**config.mk**
```make
export PLATFORM = sky130hd
export DESIGN_NAME = cpu_load_store_stack_core
export DESIGN_NICKNAME = d
export VERILOG_FILES = /design/src/design/lss_pkg.sv /design/src/design/lss_decode.sv /design/src/design/lss_step.sv /design/src/design/cpu_load_store_stack_core.sv
export SDC_FILE = /design/constraint.sdc
export NUM_CORES = 1
export LEC_CHECK = 0
export BUFFER_PORTS_ARGS = -buffer_cell sky130_fd_sc_hd__buf_2
export CAP_MARGIN = 20
export CORE_AREA = 2 2 156 158
export DETAILED_ROUTE_END_ITERATION = 8
export DIE_AREA = 0 0 158 160
export PLACE_DENSITY_LB_ADDON = 0.12
export REMOVE_ABC_BUFFERS = 1
export SLEW_MARGIN = 20
export SYNTH_ARGS = -nofsm -noshare
export SYNTH_HDL_FRONTEND = slang
export SYNTH_SLANG_ARGS = --single-unit
```
**constraint.sdc**
```tcl
create_clock -name clk_i -period 5.4 [get_ports clk_i]
set_clock_uncertainty 0.15 [all_clocks]
set_input_delay 0 -clock clk_i [delete_from_list [all_inputs] [get_ports clk_i]]
set_output_delay 0 -clock clk_i [all_outputs]
set_load 0.02 [all_outputs]
```
**src/design/lss_pkg.sv**
```systemverilog
package lss_pkg;

  typedef enum logic [3:0] {
    MD_IMP  = 4'd0,
    MD_IMM  = 4'd1,
    MD_ZP   = 4'd2,
    MD_ZPX  = 4'd3,
    MD_ZPY  = 4'd4,
    MD_ABS  = 4'd5,
    MD_ABX  = 4'd6,
    MD_ABY  = 4'd7,
    MD_INX  = 4'd8,
    MD_INY  = 4'd9,
    MD_PUSH = 4'd10,
    MD_PULL = 4'd11,
    MD_BAD  = 4'd12
  } mode_e;

  typedef enum logic [1:0] {
    REG_A = 2'd0,
    REG_X = 2'd1,
    REG_Y = 2'd2,
    REG_P = 2'd3
  } reg_e;

  typedef struct packed {
    mode_e mode;
    reg_e  rsel;
    logic  store;
  } dec_t;

  localparam logic [2:0] STEP_FETCH = 3'd0;
  localparam logic [2:0] STEP_OPND  = 3'd1;
  localparam logic [2:0] STEP_HIGH  = 3'd2;
  localparam logic [2:0] STEP_PTRHI = 3'd3;
  localparam logic [2:0] STEP_DATA  = 3'd4;

  localparam logic [7:0] STACK_PAGE = 8'h01;
  localparam logic [7:0] SP_RESET   = 8'hFF;
  localparam logic [15:0] START_RESET = 16'hFFFC;

  localparam logic [7:0] OP_NOP = 8'hEA;
  localparam logic [7:0] OP_TAX = 8'hAA;
  localparam logic [7:0] OP_TAY = 8'hA8;
  localparam logic [7:0] OP_TXA = 8'h8A;
  localparam logic [7:0] OP_TYA = 8'h98;
  localparam logic [7:0] OP_TSX = 8'hBA;
  localparam logic [7:0] OP_TXS = 8'h9A;
  localparam logic [7:0] OP_LDA_IMM = 8'hA9;
  localparam logic [7:0] OP_LDA_ZP  = 8'hA5;
  localparam logic [7:0] OP_LDA_ZPX = 8'hB5;
  localparam logic [7:0] OP_LDA_ABS = 8'hAD;
  localparam logic [7:0] OP_LDA_ABX = 8'hBD;
  localparam logic [7:0] OP_LDA_ABY = 8'hB9;
  localparam logic [7:0] OP_LDA_INX = 8'hA1;
  localparam logic [7:0] OP_LDA_INY = 8'hB1;
  localparam logic [7:0] OP_LDX_IMM = 8'hA2;
  localparam logic [7:0] OP_LDX_ZP  = 8'hA6;
  localparam logic [7:0] OP_LDX_ZPY = 8'hB6;
  localparam logic [7:0] OP_LDX_ABS = 8'hAE;
  localparam logic [7:0] OP_LDX_ABY = 8'hBE;
  localparam logic [7:0] OP_LDY_IMM = 8'hA0;
  localparam logic [7:0] OP_LDY_ZP  = 8'hA4;
  localparam logic [7:0] OP_LDY_ZPX = 8'hB4;
  localparam logic [7:0] OP_LDY_ABS = 8'hAC;
  localparam logic [7:0] OP_LDY_ABX = 8'hBC;
  localparam logic [7:0] OP_STA_ZP  = 8'h85;
  localparam logic [7:0] OP_STA_ZPX = 8'h95;
  localparam logic [7:0] OP_STA_ABS = 8'h8D;
  localparam logic [7:0] OP_STA_ABX = 8'h9D;
  localparam logic [7:0] OP_STA_ABY = 8'h99;
  localparam logic [7:0] OP_STA_INX = 8'h81;
  localparam logic [7:0] OP_STA_INY = 8'h91;
  localparam logic [7:0] OP_STX_ZP  = 8'h86;
  localparam logic [7:0] OP_STX_ZPY = 8'h96;
  localparam logic [7:0] OP_STX_ABS = 8'h8E;
  localparam logic [7:0] OP_STY_ZP  = 8'h84;
  localparam logic [7:0] OP_STY_ZPX = 8'h94;
  localparam logic [7:0] OP_STY_ABS = 8'h8C;
  localparam logic [7:0] OP_PHA = 8'h48;
  localparam logic [7:0] OP_PHP = 8'h08;
  localparam logic [7:0] OP_PLA = 8'h68;
  localparam logic [7:0] OP_PLP = 8'h28;

  typedef struct packed {
    logic [7:0]  acc;
    logic [7:0]  x;
    logic [7:0]  y;
    logic [7:0]  sp;
    logic [7:0]  p;
    logic [15:0] pc;
    logic [7:0]  op;
    logic [2:0]  step;
    logic [15:0] ea;
    logic [7:0]  ptr;
  } state_t;

  typedef struct packed {
    logic [15:0] addr;
    logic        wr;
    logic [7:0]  wdata;
    logic        done;
    logic        bad;
  } req_t;

endpackage

```
**src/design/lss_decode.sv**
```systemverilog
module lss_decode (
  input  logic [7:0]   op_i,
  output lss_pkg::dec_t dec_o
);

  always_comb begin
    dec_o.mode  = lss_pkg::MD_BAD;
    dec_o.rsel  = lss_pkg::REG_A;
    dec_o.store = 1'b0;
    unique case (op_i)
      lss_pkg::OP_NOP, lss_pkg::OP_TAX, lss_pkg::OP_TAY, lss_pkg::OP_TXA,
      lss_pkg::OP_TYA, lss_pkg::OP_TSX, lss_pkg::OP_TXS: dec_o.mode = lss_pkg::MD_IMP;
      lss_pkg::OP_LDA_IMM: dec_o.mode = lss_pkg::MD_IMM;
      lss_pkg::OP_LDA_ZP:  dec_o.mode = lss_pkg::MD_ZP;
      lss_pkg::OP_LDA_ZPX: dec_o.mode = lss_pkg::MD_ZPX;
      lss_pkg::OP_LDA_ABS: dec_o.mode = lss_pkg::MD_ABS;
      lss_pkg::OP_LDA_ABX: dec_o.mode = lss_pkg::MD_ABX;
      lss_pkg::OP_LDA_ABY: dec_o.mode = lss_pkg::MD_ABY;
      lss_pkg::OP_LDA_INX: dec_o.mode = lss_pkg::MD_INX;
      lss_pkg::OP_LDA_INY: dec_o.mode = lss_pkg::MD_INY;
      lss_pkg::OP_LDX_IMM: begin dec_o.mode = lss_pkg::MD_IMM; dec_o.rsel = lss_pkg::REG_X; end
      lss_pkg::OP_LDX_ZP:  begin dec_o.mode = lss_pkg::MD_ZP;  dec_o.rsel = lss_pkg::REG_X; end
      lss_pkg::OP_LDX_ZPY: begin dec_o.mode = lss_pkg::MD_ZPY; dec_o.rsel = lss_pkg::REG_X; end
      lss_pkg::OP_LDX_ABS: begin dec_o.mode = lss_pkg::MD_ABS; dec_o.rsel = lss_pkg::REG_X; end
      lss_pkg::OP_LDX_ABY: begin dec_o.mode = lss_pkg::MD_ABY; dec_o.rsel = lss_pkg::REG_X; end
      lss_pkg::OP_LDY_IMM: begin dec_o.mode = lss_pkg::MD_IMM; dec_o.rsel = lss_pkg::REG_Y; end
      lss_pkg::OP_LDY_ZP:  begin dec_o.mode = lss_pkg::MD_ZP;  dec_o.rsel = lss_pkg::REG_Y; end
      lss_pkg::OP_LDY_ZPX: begin dec_o.mode = lss_pkg::MD_ZPX; dec_o.rsel = lss_pkg::REG_Y; end
      lss_pkg::OP_LDY_ABS: begin dec_o.mode = lss_pkg::MD_ABS; dec_o.rsel = lss_pkg::REG_Y; end
      lss_pkg::OP_LDY_ABX: begin dec_o.mode = lss_pkg::MD_ABX; dec_o.rsel = lss_pkg::REG_Y; end
      lss_pkg::OP_STA_ZP:  begin dec_o.mode = lss_pkg::MD_ZP;  dec_o.store = 1'b1; end
      lss_pkg::OP_STA_ZPX: begin dec_o.mode = lss_pkg::MD_ZPX; dec_o.store = 1'b1; end
      lss_pkg::OP_STA_ABS: begin dec_o.mode = lss_pkg::MD_ABS; dec_o.store = 1'b1; end
      lss_pkg::OP_STA_ABX: begin dec_o.mode = lss_pkg::MD_ABX; dec_o.store = 1'b1; end
      lss_pkg::OP_STA_ABY: begin dec_o.mode = lss_pkg::MD_ABY; dec_o.store = 1'b1; end
      lss_pkg::OP_STA_INX: begin dec_o.mode = lss_pkg::MD_INX; dec_o.store = 1'b1; end
      lss_pkg::OP_STA_INY: begin dec_o.mode = lss_pkg::MD_INY; dec_o.store = 1'b1; end
      lss_pkg::OP_STX_ZP: begin
        dec_o.mode = lss_pkg::MD_ZP; dec_o.rsel = lss_pkg::REG_X; dec_o.store = 1'b1;
      end
      lss_pkg::OP_STX_ZPY: begin
        dec_o.mode = lss_pkg::MD_ZPY; dec_o.rsel = lss_pkg::REG_X; dec_o.store = 1'b1;
      end
      lss_pkg::OP_STX_ABS: begin
        dec_o.mode = lss_pkg::MD_ABS; dec_o.rsel = lss_pkg::REG_X; dec_o.store = 1'b1;
      end
      lss_pkg::OP_STY_ZP: begin
        dec_o.mode = lss_pkg::MD_ZP; dec_o.rsel = lss_pkg::REG_Y; dec_o.store = 1'b1;
      end
      lss_pkg::OP_STY_ZPX: begin
        dec_o.mode = lss_pkg::MD_ZPX; dec_o.rsel = lss_pkg::REG_Y; dec_o.store = 1'b1;
      end
      lss_pkg::OP_STY_ABS: begin
        dec_o.mode = lss_pkg::MD_ABS; dec_o.rsel = lss_pkg::REG_Y; dec_o.store = 1'b1;
      end
      lss_pkg::OP_PHA: dec_o.mode = lss_pkg::MD_PUSH;
      lss_pkg::OP_PHP: begin dec_o.mode = lss_pkg::MD_PUSH; dec_o.rsel = lss_pkg::REG_P; end
      lss_pkg::OP_PLA: dec_o.mode = lss_pkg::MD_PULL;
      lss_pkg::OP_PLP: begin dec_o.mode = lss_pkg::MD_PULL; dec_o.rsel = lss_pkg::REG_P; end
      default: dec_o.mode = lss_pkg::MD_BAD;
    endcase
  end

endmodule

```
**src/design/lss_step.sv**
```systemverilog
module lss_step (
  input  logic            cmd_i,
  input  logic [7:0]      data_i,
  input  logic [15:0]     start_i,
  input  lss_pkg::state_t st_i,
  output lss_pkg::state_t st_o,
  output lss_pkg::req_t   req_o
);

  lss_pkg::dec_t cur_dec;
  lss_pkg::dec_t new_dec;
  logic          ld_en;
  lss_pkg::reg_e ld_reg;
  logic [7:0]    ld_val;
  logic [15:0]   abs_sum;
  logic [15:0]   ind_sum;
  logic [7:0]    acc_sel;

  lss_decode u_dec_cur (.op_i(st_i.op), .dec_o(cur_dec));
  lss_decode u_dec_new (.op_i(data_i),  .dec_o(new_dec));

  function automatic logic [7:0] reg_read(lss_pkg::state_t s, lss_pkg::reg_e r);
    logic [7:0] v;
    unique case (r)
      lss_pkg::REG_X: v = s.x;
      lss_pkg::REG_Y: v = s.y;
      lss_pkg::REG_P: v = s.p;
      default:        v = s.acc;
    endcase
    return v;
  endfunction

  always_comb begin
    abs_sum = {data_i, st_i.ptr};
    if (cur_dec.mode == lss_pkg::MD_ABX) begin
      abs_sum = abs_sum + {8'h00, st_i.x};
    end else if (cur_dec.mode == lss_pkg::MD_ABY) begin
      abs_sum = abs_sum + {8'h00, st_i.y};
    end
    ind_sum = {data_i, st_i.ea[7:0]};
    if (cur_dec.mode == lss_pkg::MD_INY) begin
      ind_sum = ind_sum + {8'h00, st_i.y};
    end
    acc_sel = reg_read(st_i, cur_dec.rsel);
  end

  always_comb begin
    st_o   = st_i;
    req_o  = '0;
    req_o.addr = st_i.pc;
    ld_en  = 1'b0;
    ld_reg = lss_pkg::REG_A;
    ld_val = data_i;
    if (!cmd_i) begin
      st_o      = '0;
      st_o.sp   = lss_pkg::SP_RESET;
      st_o.pc   = start_i;
      req_o.addr = start_i;
    end else begin
      unique case (st_i.step)
        lss_pkg::STEP_FETCH: begin
          st_o.op = data_i;
          st_o.pc = st_i.pc + 16'd1;
          unique case (new_dec.mode)
            lss_pkg::MD_IMP: begin
              req_o.done = 1'b1;
              unique case (data_i)
                lss_pkg::OP_TAX: begin ld_en = 1'b1; ld_reg = lss_pkg::REG_X; ld_val = st_i.acc; end
                lss_pkg::OP_TAY: begin ld_en = 1'b1; ld_reg = lss_pkg::REG_Y; ld_val = st_i.acc; end
                lss_pkg::OP_TXA: begin ld_en = 1'b1; ld_reg = lss_pkg::REG_A; ld_val = st_i.x; end
                lss_pkg::OP_TYA: begin ld_en = 1'b1; ld_reg = lss_pkg::REG_A; ld_val = st_i.y; end
                lss_pkg::OP_TSX: begin ld_en = 1'b1; ld_reg = lss_pkg::REG_X; ld_val = st_i.sp; end
                lss_pkg::OP_TXS: st_o.sp = st_i.x;
                default: ;
              endcase
            end
            lss_pkg::MD_BAD: begin
              req_o.done = 1'b1;
              req_o.bad  = 1'b1;
            end
            lss_pkg::MD_PUSH: begin
              req_o.addr  = {lss_pkg::STACK_PAGE, st_i.sp};
              req_o.wr    = 1'b1;
              req_o.wdata = reg_read(st_i, new_dec.rsel);
              st_o.sp     = st_i.sp - 8'd1;
              st_o.step   = lss_pkg::STEP_DATA;
            end
            lss_pkg::MD_PULL: begin
              st_o.sp    = st_i.sp + 8'd1;
              req_o.addr = {lss_pkg::STACK_PAGE, st_i.sp + 8'd1};
              st_o.step  = lss_pkg::STEP_DATA;
            end
            default: begin
              req_o.addr = st_i.pc + 16'd1;
              st_o.step  = lss_pkg::STEP_OPND;
            end
          endcase
        end
        lss_pkg::STEP_OPND: begin
          st_o.pc = st_i.pc + 16'd1;
          unique case (cur_dec.mode)
            lss_pkg::MD_IMM: begin
              ld_en = 1'b1; ld_reg = cur_dec.rsel; req_o.done = 1'b1;
            end
            lss_pkg::MD_ZP, lss_pkg::MD_ZPX, lss_pkg::MD_ZPY: begin
              if (cur_dec.mode == lss_pkg::MD_ZPX) begin
                st_o.ea = {8'h00, data_i + st_i.x};
              end else if (cur_dec.mode == lss_pkg::MD_ZPY) begin
                st_o.ea = {8'h00, data_i + st_i.y};
              end else begin
                st_o.ea = {8'h00, data_i};
              end
              req_o.addr  = st_o.ea;
              req_o.wr    = cur_dec.store;
              req_o.wdata = cur_dec.store ? acc_sel : 8'h00;
              st_o.step   = lss_pkg::STEP_DATA;
            end
            lss_pkg::MD_ABS, lss_pkg::MD_ABX, lss_pkg::MD_ABY: begin
              st_o.ptr   = data_i;
              req_o.addr = st_i.pc + 16'd1;
              st_o.step  = lss_pkg::STEP_HIGH;
            end
            lss_pkg::MD_INX: begin
              st_o.ptr   = data_i + st_i.x;
              req_o.addr = {8'h00, data_i + st_i.x};
              st_o.step  = lss_pkg::STEP_HIGH;
            end
            lss_pkg::MD_INY: begin
              st_o.ptr   = data_i;
              req_o.addr = {8'h00, data_i};
              st_o.step  = lss_pkg::STEP_HIGH;
            end
            default: req_o.done = 1'b1;
          endcase
        end
        lss_pkg::STEP_HIGH: begin
          if (cur_dec.mode == lss_pkg::MD_ABS || cur_dec.mode == lss_pkg::MD_ABX ||
              cur_dec.mode == lss_pkg::MD_ABY) begin
            st_o.pc     = st_i.pc + 16'd1;
            st_o.ea     = abs_sum;
            req_o.addr  = abs_sum;
            req_o.wr    = cur_dec.store;
            req_o.wdata = cur_dec.store ? acc_sel : 8'h00;
            st_o.step   = lss_pkg::STEP_DATA;
          end else if (cur_dec.mode == lss_pkg::MD_INX || cur_dec.mode == lss_pkg::MD_INY) begin
            st_o.ea    = {8'h00, data_i};
            req_o.addr = {8'h00, st_i.ptr + 8'd1};
            st_o.step  = lss_pkg::STEP_PTRHI;
          end else begin
            req_o.done = 1'b1;
          end
        end
        lss_pkg::STEP_PTRHI: begin
          if (cur_dec.mode == lss_pkg::MD_INX || cur_dec.mode == lss_pkg::MD_INY) begin
            st_o.ea     = ind_sum;
            req_o.addr  = ind_sum;
            req_o.wr    = cur_dec.store;
            req_o.wdata = cur_dec.store ? acc_sel : 8'h00;
            st_o.step   = lss_pkg::STEP_DATA;
          end else begin
            req_o.done = 1'b1;
          end
        end
        lss_pkg::STEP_DATA: begin
          req_o.done = 1'b1;
          if (cur_dec.mode == lss_pkg::MD_PULL) begin
            if (cur_dec.rsel == lss_pkg::REG_P) begin
              st_o.p = data_i;
            end else begin
              ld_en = 1'b1; ld_reg = cur_dec.rsel;
            end
          end else if (cur_dec.mode != lss_pkg::MD_PUSH && cur_dec.mode != lss_pkg::MD_IMP &&
                       cur_dec.mode != lss_pkg::MD_BAD && !cur_dec.store) begin
            ld_en = 1'b1; ld_reg = cur_dec.rsel;
          end
        end
        default: req_o.done = 1'b1;
      endcase
      if (ld_en) begin
        unique case (ld_reg)
          lss_pkg::REG_X: st_o.x = ld_val;
          lss_pkg::REG_Y: st_o.y = ld_val;
          default:        st_o.acc = ld_val;
        endcase
        st_o.p = {ld_val[7], st_o.p[6:2], (ld_val == 8'h00), st_o.p[0]};
      end
      if (req_o.done) begin
        st_o.step   = lss_pkg::STEP_FETCH;
        req_o.addr  = st_o.pc;
        req_o.wr    = 1'b0;
        req_o.wdata = 8'h00;
      end
    end
  end

endmodule

```
**src/design/cpu_load_store_stack_core.sv**
```systemverilog
// Bus-cycle core for loads, stores, register transfers and stack push/pull of an
// 8-bit processor. Each input item reports one finished bus cycle (tuser = 0
// resets the core) with the byte read; each item yields exactly one result item
// with the next bus request and a register snapshot. Items pass an input register
// and combinational step logic into a result register: one item per clock is
// sustained while m_axis_tready is high; a stalled output holds the item in the
// input register. start_address is written by cfg_we/cfg_wdata.
module cpu_load_store_stack_core (
  input  logic        clk_i,
  input  logic        rst_ni,
  input  logic        cfg_we,
  input  logic [15:0] cfg_wdata,
  input  logic        s_axis_tvalid,
  output logic        s_axis_tready,
  input  logic [7:0]  s_axis_tdata,   // read_data
  input  logic        s_axis_tuser,   // command
  output logic        m_axis_tvalid,
  input  logic        m_axis_tready,
  // bus_address, bus_write, write_data, instruction_done, invalid_opcode,
  // acc_value, x_value, y_value, stack_value, flags_value, pc_value, zero pad
  output logic [87:0] m_axis_tdata
);

  logic            in_vld_q;
  logic            cmd_q;
  logic [7:0]      data_q;
  logic            out_vld_q;
  logic [87:0]     out_q;
  logic [15:0]     start_q;
  logic            advance;
  lss_pkg::state_t st_q;
  lss_pkg::state_t st_d;
  lss_pkg::req_t   req;

  assign advance       = in_vld_q && (!out_vld_q || m_axis_tready);
  assign s_axis_tready = !in_vld_q || advance;
  assign m_axis_tvalid = out_vld_q;
  assign m_axis_tdata  = out_q;

  lss_step u_step (
    .cmd_i  (cmd_q),
    .data_i (data_q),
    .start_i(start_q),
    .st_i   (st_q),
    .st_o   (st_d),
    .req_o  (req)
  );

  always_ff @(posedge clk_i or negedge rst_ni) begin
    if (!rst_ni) begin
      start_q   <= lss_pkg::START_RESET;
      in_vld_q  <= 1'b0;
      out_vld_q <= 1'b0;
      st_q      <= '{sp: lss_pkg::SP_RESET, pc: lss_pkg::START_RESET, default: '0};
    end else begin
      if (cfg_we) begin
        start_q <= cfg_wdata;
      end
      if (s_axis_tready) begin
        in_vld_q <= s_axis_tvalid;
      end
      if (advance) begin
        out_vld_q <= 1'b1;
        st_q      <= st_d;
      end else if (m_axis_tready) begin
        out_vld_q <= 1'b0;
      end
    end
  end

  always_ff @(posedge clk_i) begin
    if (s_axis_tready && s_axis_tvalid) begin
      cmd_q  <= s_axis_tuser;
      data_q <= s_axis_tdata;
    end
    if (advance) begin
      out_q <= {5'd0, st_d.pc, st_d.p, st_d.sp, st_d.y, st_d.x, st_d.acc,
                req.bad, req.done, req.wdata, req.wr, req.addr};
    end
  end

  a_bad_done: assert property (@(posedge clk_i) disable iff (!rst_ni)
    m_axis_tvalid |-> (!m_axis_tdata[26] || m_axis_tdata[25]))
    else $error("invalid opcode flagged without completion");

  a_wdata_zero: assert property (@(posedge clk_i) disable iff (!rst_ni)
    m_axis_tvalid |-> (m_axis_tdata[16] || m_axis_tdata[24:17] == 8'h00))
    else $error("write data nonzero on a read");

  a_done_fetch: assert property (@(posedge clk_i) disable iff (!rst_ni)
    (advance && req.done) |=> (st_q.step == lss_pkg::STEP_FETCH))
    else $error("sequencer not back at fetch after completion");

  a_stall_hold: assert property (@(posedge clk_i) disable iff (!rst_ni)
    (in_vld_q && out_vld_q && !m_axis_tready) |-> !s_axis_tready)
    else $error("input taken while both stages are stalled");

endmodule

```
==> results.md <==
* Result of the run: complete, no violations
* Die height at 160 um
* Unrepaired setup endpoints after global routing: no
* Switching power at 2.57 mW
* Shortest clock period the worst path allows after layout at 4650 ps
* Worst min path class: input port to flop
* Post-CTS Repair Setup Buffers at 0
* Count of cell types in the netlist at 95
* Fraction of power consumed by the clock network at 0.223
* Final-report max-slew violation count at 0
* Net switching share of the total power at 0.428
* Dominant synthesized flop cell: sky130_fd_sc_hd__edfxtp_1
* Count of vias placed by the detailed router at 14.1k
* Critical-path maximum fanout at 21
* Slew at the pin closest to its max-slew limit at 1060 ps
* Maximum number of pins on one net before global-route repair at 65
* Via-per-instance ratio at 6.82
* Post-synthesis to final-layout area growth at 12.6%
* Worst-case register-to-register setup slack at 750 ps
* Final routed wirelength across all metal layers at 50.3 mm
* Chip Width at 158 um
* Worst reg2reg path depth at 11
* DRC Markers at 0
* Final layout net count at 1809
* Post-Synthesis Cell Area at 14500 um2
* Required time worst endpoint at 5510 ps
* Count of antenna-violating nets left after detailed routing at 0
* Crit path setup slack, layout at 753 ps
* Setup violators final at 0
* Period utilisation layout at 0.861
* Detail Placement HPWL at 35.4 mm
* Cell Pwr Density at 369 nW/um2
* Highest clock rate at 0.215 GHz
* Post-DP Area at 15100 um2
* Resized cells post-CTS at 0
* H-tree depth reported by CTS at 4
* Async S/R FF share, synth at 0.523
* Total of warnings raised by yosys at 0
* DRC violation total after the first TritonRoute iteration at 2158
* First-pass iteration count of the detailed router at 9
* Endpoint kind of the worst setup timing path: flop
* Total number of clock tree sinks at 193
* Critical register-to-register path endpoint: m_axis_tdata[37]$_DFFE_PP_
* Number of hold violations in the final report at 0
* Clock latency at the later pin of the worst-skew pair at 470 ps
* Pre-CTS setup slack at 918 ps
* Average detailed-routed wire length per instance at 24.3 um
* Clock root buffer: sky130_fd_sc_hd__clkbuf_16
* Capturing instance or port of the critical path: m_axis_tdata[37]$_DFFE_PP_
* Most common cell after layout, fill and taps aside: sky130_fd_sc_hd__nand2_1
* Antenna violations before repair at 1
* TritonCTS clock tree: built
* Part of the power in combinational logic at 0.386
* Combined global-route utilization of all metal layers at 0.401
* Arr. time, crit path at 4760 ps
* Internal Power at 3.44 mW
* Antenna Diode Count at 0
* Total of flip-flops plus latches after synthesis at 193
* Overflow left after global routing at 0
* Startpoint of the lowest-slack register-to-register path: st_q[28]$_DFFE_PN0P_
* Number of cells produced by synthesis at 1641
* Total core area at 23800 um2
* Num rows at 57
* Clock slew seen by the registers of the worst setup and hold paths at 90 ps
* Initial cell density of the core at 0.607
* Part of the total power dissipated in sequential elements at 0.392
* Proportion of synthesized chip area in sequential cells at 0.369
* Area enclosed by the die boundary at 25300 um2
* First-pass GRT wire length at 77.2 mm
* Commonest cells after routing, fill and taps aside: sky130_fd_sc_hd__nand2_1 (195), sky130_fd_sc_hd__nor2_1 (162), sky130_fd_sc_hd__a21oi_1 (117), sky130_fd_sc_hd__buf_2 (113), sky130_fd_sc_hd__edfxtp_1 (92)
* Inserted Clock Buffers at 17
* Rel. slew slack at 0.291
* Critical path startpoint: st_q[28]$_DFFE_PN0P_
* Maximum resistive drop on vdd at 275 uV
* Final-layout fill cell count at 1981
* Clock Path Buffers at 2
* Leading area contributor after synthesis: sky130_fd_sc_hd__edfxtp_1
* Element type at the critical path start: flop
* Final Wtd Congestion at 1.07
* Max_cap viols at 0
* Total power at 6.01 mW
* Average footprint of a synthesized cell at 8.81 um2
* Post-synth EDFFs at 92
* Fraction of final layout cells with drive strength greater than 1 at 0.172
* Number of global-route vias before repair at 13.0k
* Leading post-synthesis cells by cell area: sky130_fd_sc_hd__edfxtp_1 (19%), sky130_fd_sc_hd__dfrtp_1 (11%), sky130_fd_sc_hd__dfstp_2 (6.5%), sky130_fd_sc_hd__nand2_1 (5.1%), sky130_fd_sc_hd__nor2_1 (4.2%)
* I/O Buffers at 114
* Design area at 16300 um2
* Start-to-end type of the worst setup path: flop to flop
* Top cell type's share of synthesized area at 0.191
* Leakage at 6.30 nW
* Number of top-level design ports at 120
[routing by layer]
metal	vias up	track usage	wire, um
li1	6298	-	-
met1	6649	0.572	20300
met2	980	0.590	21900
met3	178	0.103	6030
met4	2	0.143	2060
met5	-	0	12
[synthesized netlist by cell type, drive strengths merged, types with 6 or more instances]
library cell and instances:
a2111oi 6, a211oi 47, a21boi 6, a21o 13
a21oi 128, a221o 9, a221oi 11, a22o 20
a22oi 16, a31oi 13, and2 15, and3 20
buf 51, clkbuf 82, dfrtp 65, dfstp 36
edfxtp 92, ha 44, inv 32, mux2 39
mux2i 34, nand2 195, nand2b 15, nand3 59
nand4 14, nor2 163, nor2b 9, nor3 24
nor4 13, o2111ai 6, o211ai 26, o21a 7
o21ai 87, o221ai 21, o22a 9, o22ai 10
o31ai 20, or2 8, or3 11, or4 6
xnor2 59, xor2 20
[cell families (layout without fill, tap and decap cells)]
group | after synthesis | after routing | share of synthesized area
AOI/OAI and AO/OA | 506 | 506 | 0.249
xor gates and xnor gates | 79 | 79 | 0.0479
adders and majority gates | 49 | 49 | 0.0450
DFF | 193 | 193 | 0.369
buffers and inverters | 165 | 263 | 0.0490
and+or+nand+nor | 575 | 575 | 0.186
other | 1 | 5 | 0.000259
muxes | 73 | 73 | 0.0542
[repair_timing]
item | 4_1_cts | 5_1_grt
hold buffers | 52 | 0
endpoints found under the setup margin | 0 | 0
hold endpoints to repair | 80 | 0
[worst min-delay path by stage]
stage	start	endpoint	slack, ps	cells past startpoint
finish	s_axis_tdata[0]	data_q[0]$_DFFE_PP_	100	2
global route	s_axis_tdata[0]	data_q[0]$_DFFE_PP_	120	2
CTS	s_axis_tuser	cmd_q$_DFFE_PP_	100	2
detailed placement	rst_ni	st_q[13]$_DFFE_PN0P_	-110	1
global placement	rst_ni	st_q[11]$_DFFE_PN0P_	-100	1
floorplan	rst_ni	in_vld_q$_DFFE_PN0N_	-450	0
[state kept, by name, indices dropped and copies added, names as in the netlist]
name           flops
m_axis_tdata      83
m_axis_tvalid      1
st_q              83
data_q             8
cmd_q              1
in_vld_q           1
start_q           16
[cell type report]
type | count | area (um2) | share of cell area
clock inverter | 15 | 181 | 0.0111
tap | 324 | 405 | 0.0249
timing repair buffer | 199 | 1370 | 0.0843
clock buffer | 17 | 425 | 0.0261
multi-input combinational | 1287 | 8430 | 0.518
sequential | 193 | 5340 | 0.328
inverter | 32 | 123 | 0.00753
[worst max-delay path, cell delays in order, from the launching register on]
cell	delay (ps)
sky130_fd_sc_hd__dfrtp_1	870
sky130_fd_sc_hd__nand2_1	320
sky130_fd_sc_hd__and4_1	310
sky130_fd_sc_hd__a31oi_2	660
sky130_fd_sc_hd__nand3_1	210
sky130_fd_sc_hd__o31a_1	360
sky130_fd_sc_hd__or2_1	280
sky130_fd_sc_hd__o22a_1	250
sky130_fd_sc_hd__inv_1	70
sky130_fd_sc_hd__ha_1	270
sky130_fd_sc_hd__nand2_1	290
sky130_fd_sc_hd__a211oi_1	410
[power by group through the flow]
stage | Clock [mW] | Combinational, mW | Sequential (mW)
after floorplan | 0 | 1.48 | 2.30
after CTS | 1.34 | 2.27 | 2.32
after global placement | 0 | 2.17 | 2.34
after detailed placement | 0 | 2.22 | 2.35
final | 1.34 | 2.32 | 2.35
after global routing | 1.39 | 2.52 | 2.37
[through the flow]
step	hold WS, ps	std cells	util	setup TNS (ps)
3_3_place_gp	-101	1983	0.635	0
4_1_cts	99.5	2067	0.683	0
5_1_grt	116	2067	0.683	0
3_5_place_dp	-110	1983	0.635	0
6_report	100	2067	0.683	0
2_1_floorplan	-446	1512	-	-1540
Power figures use the tool's default switching activity.
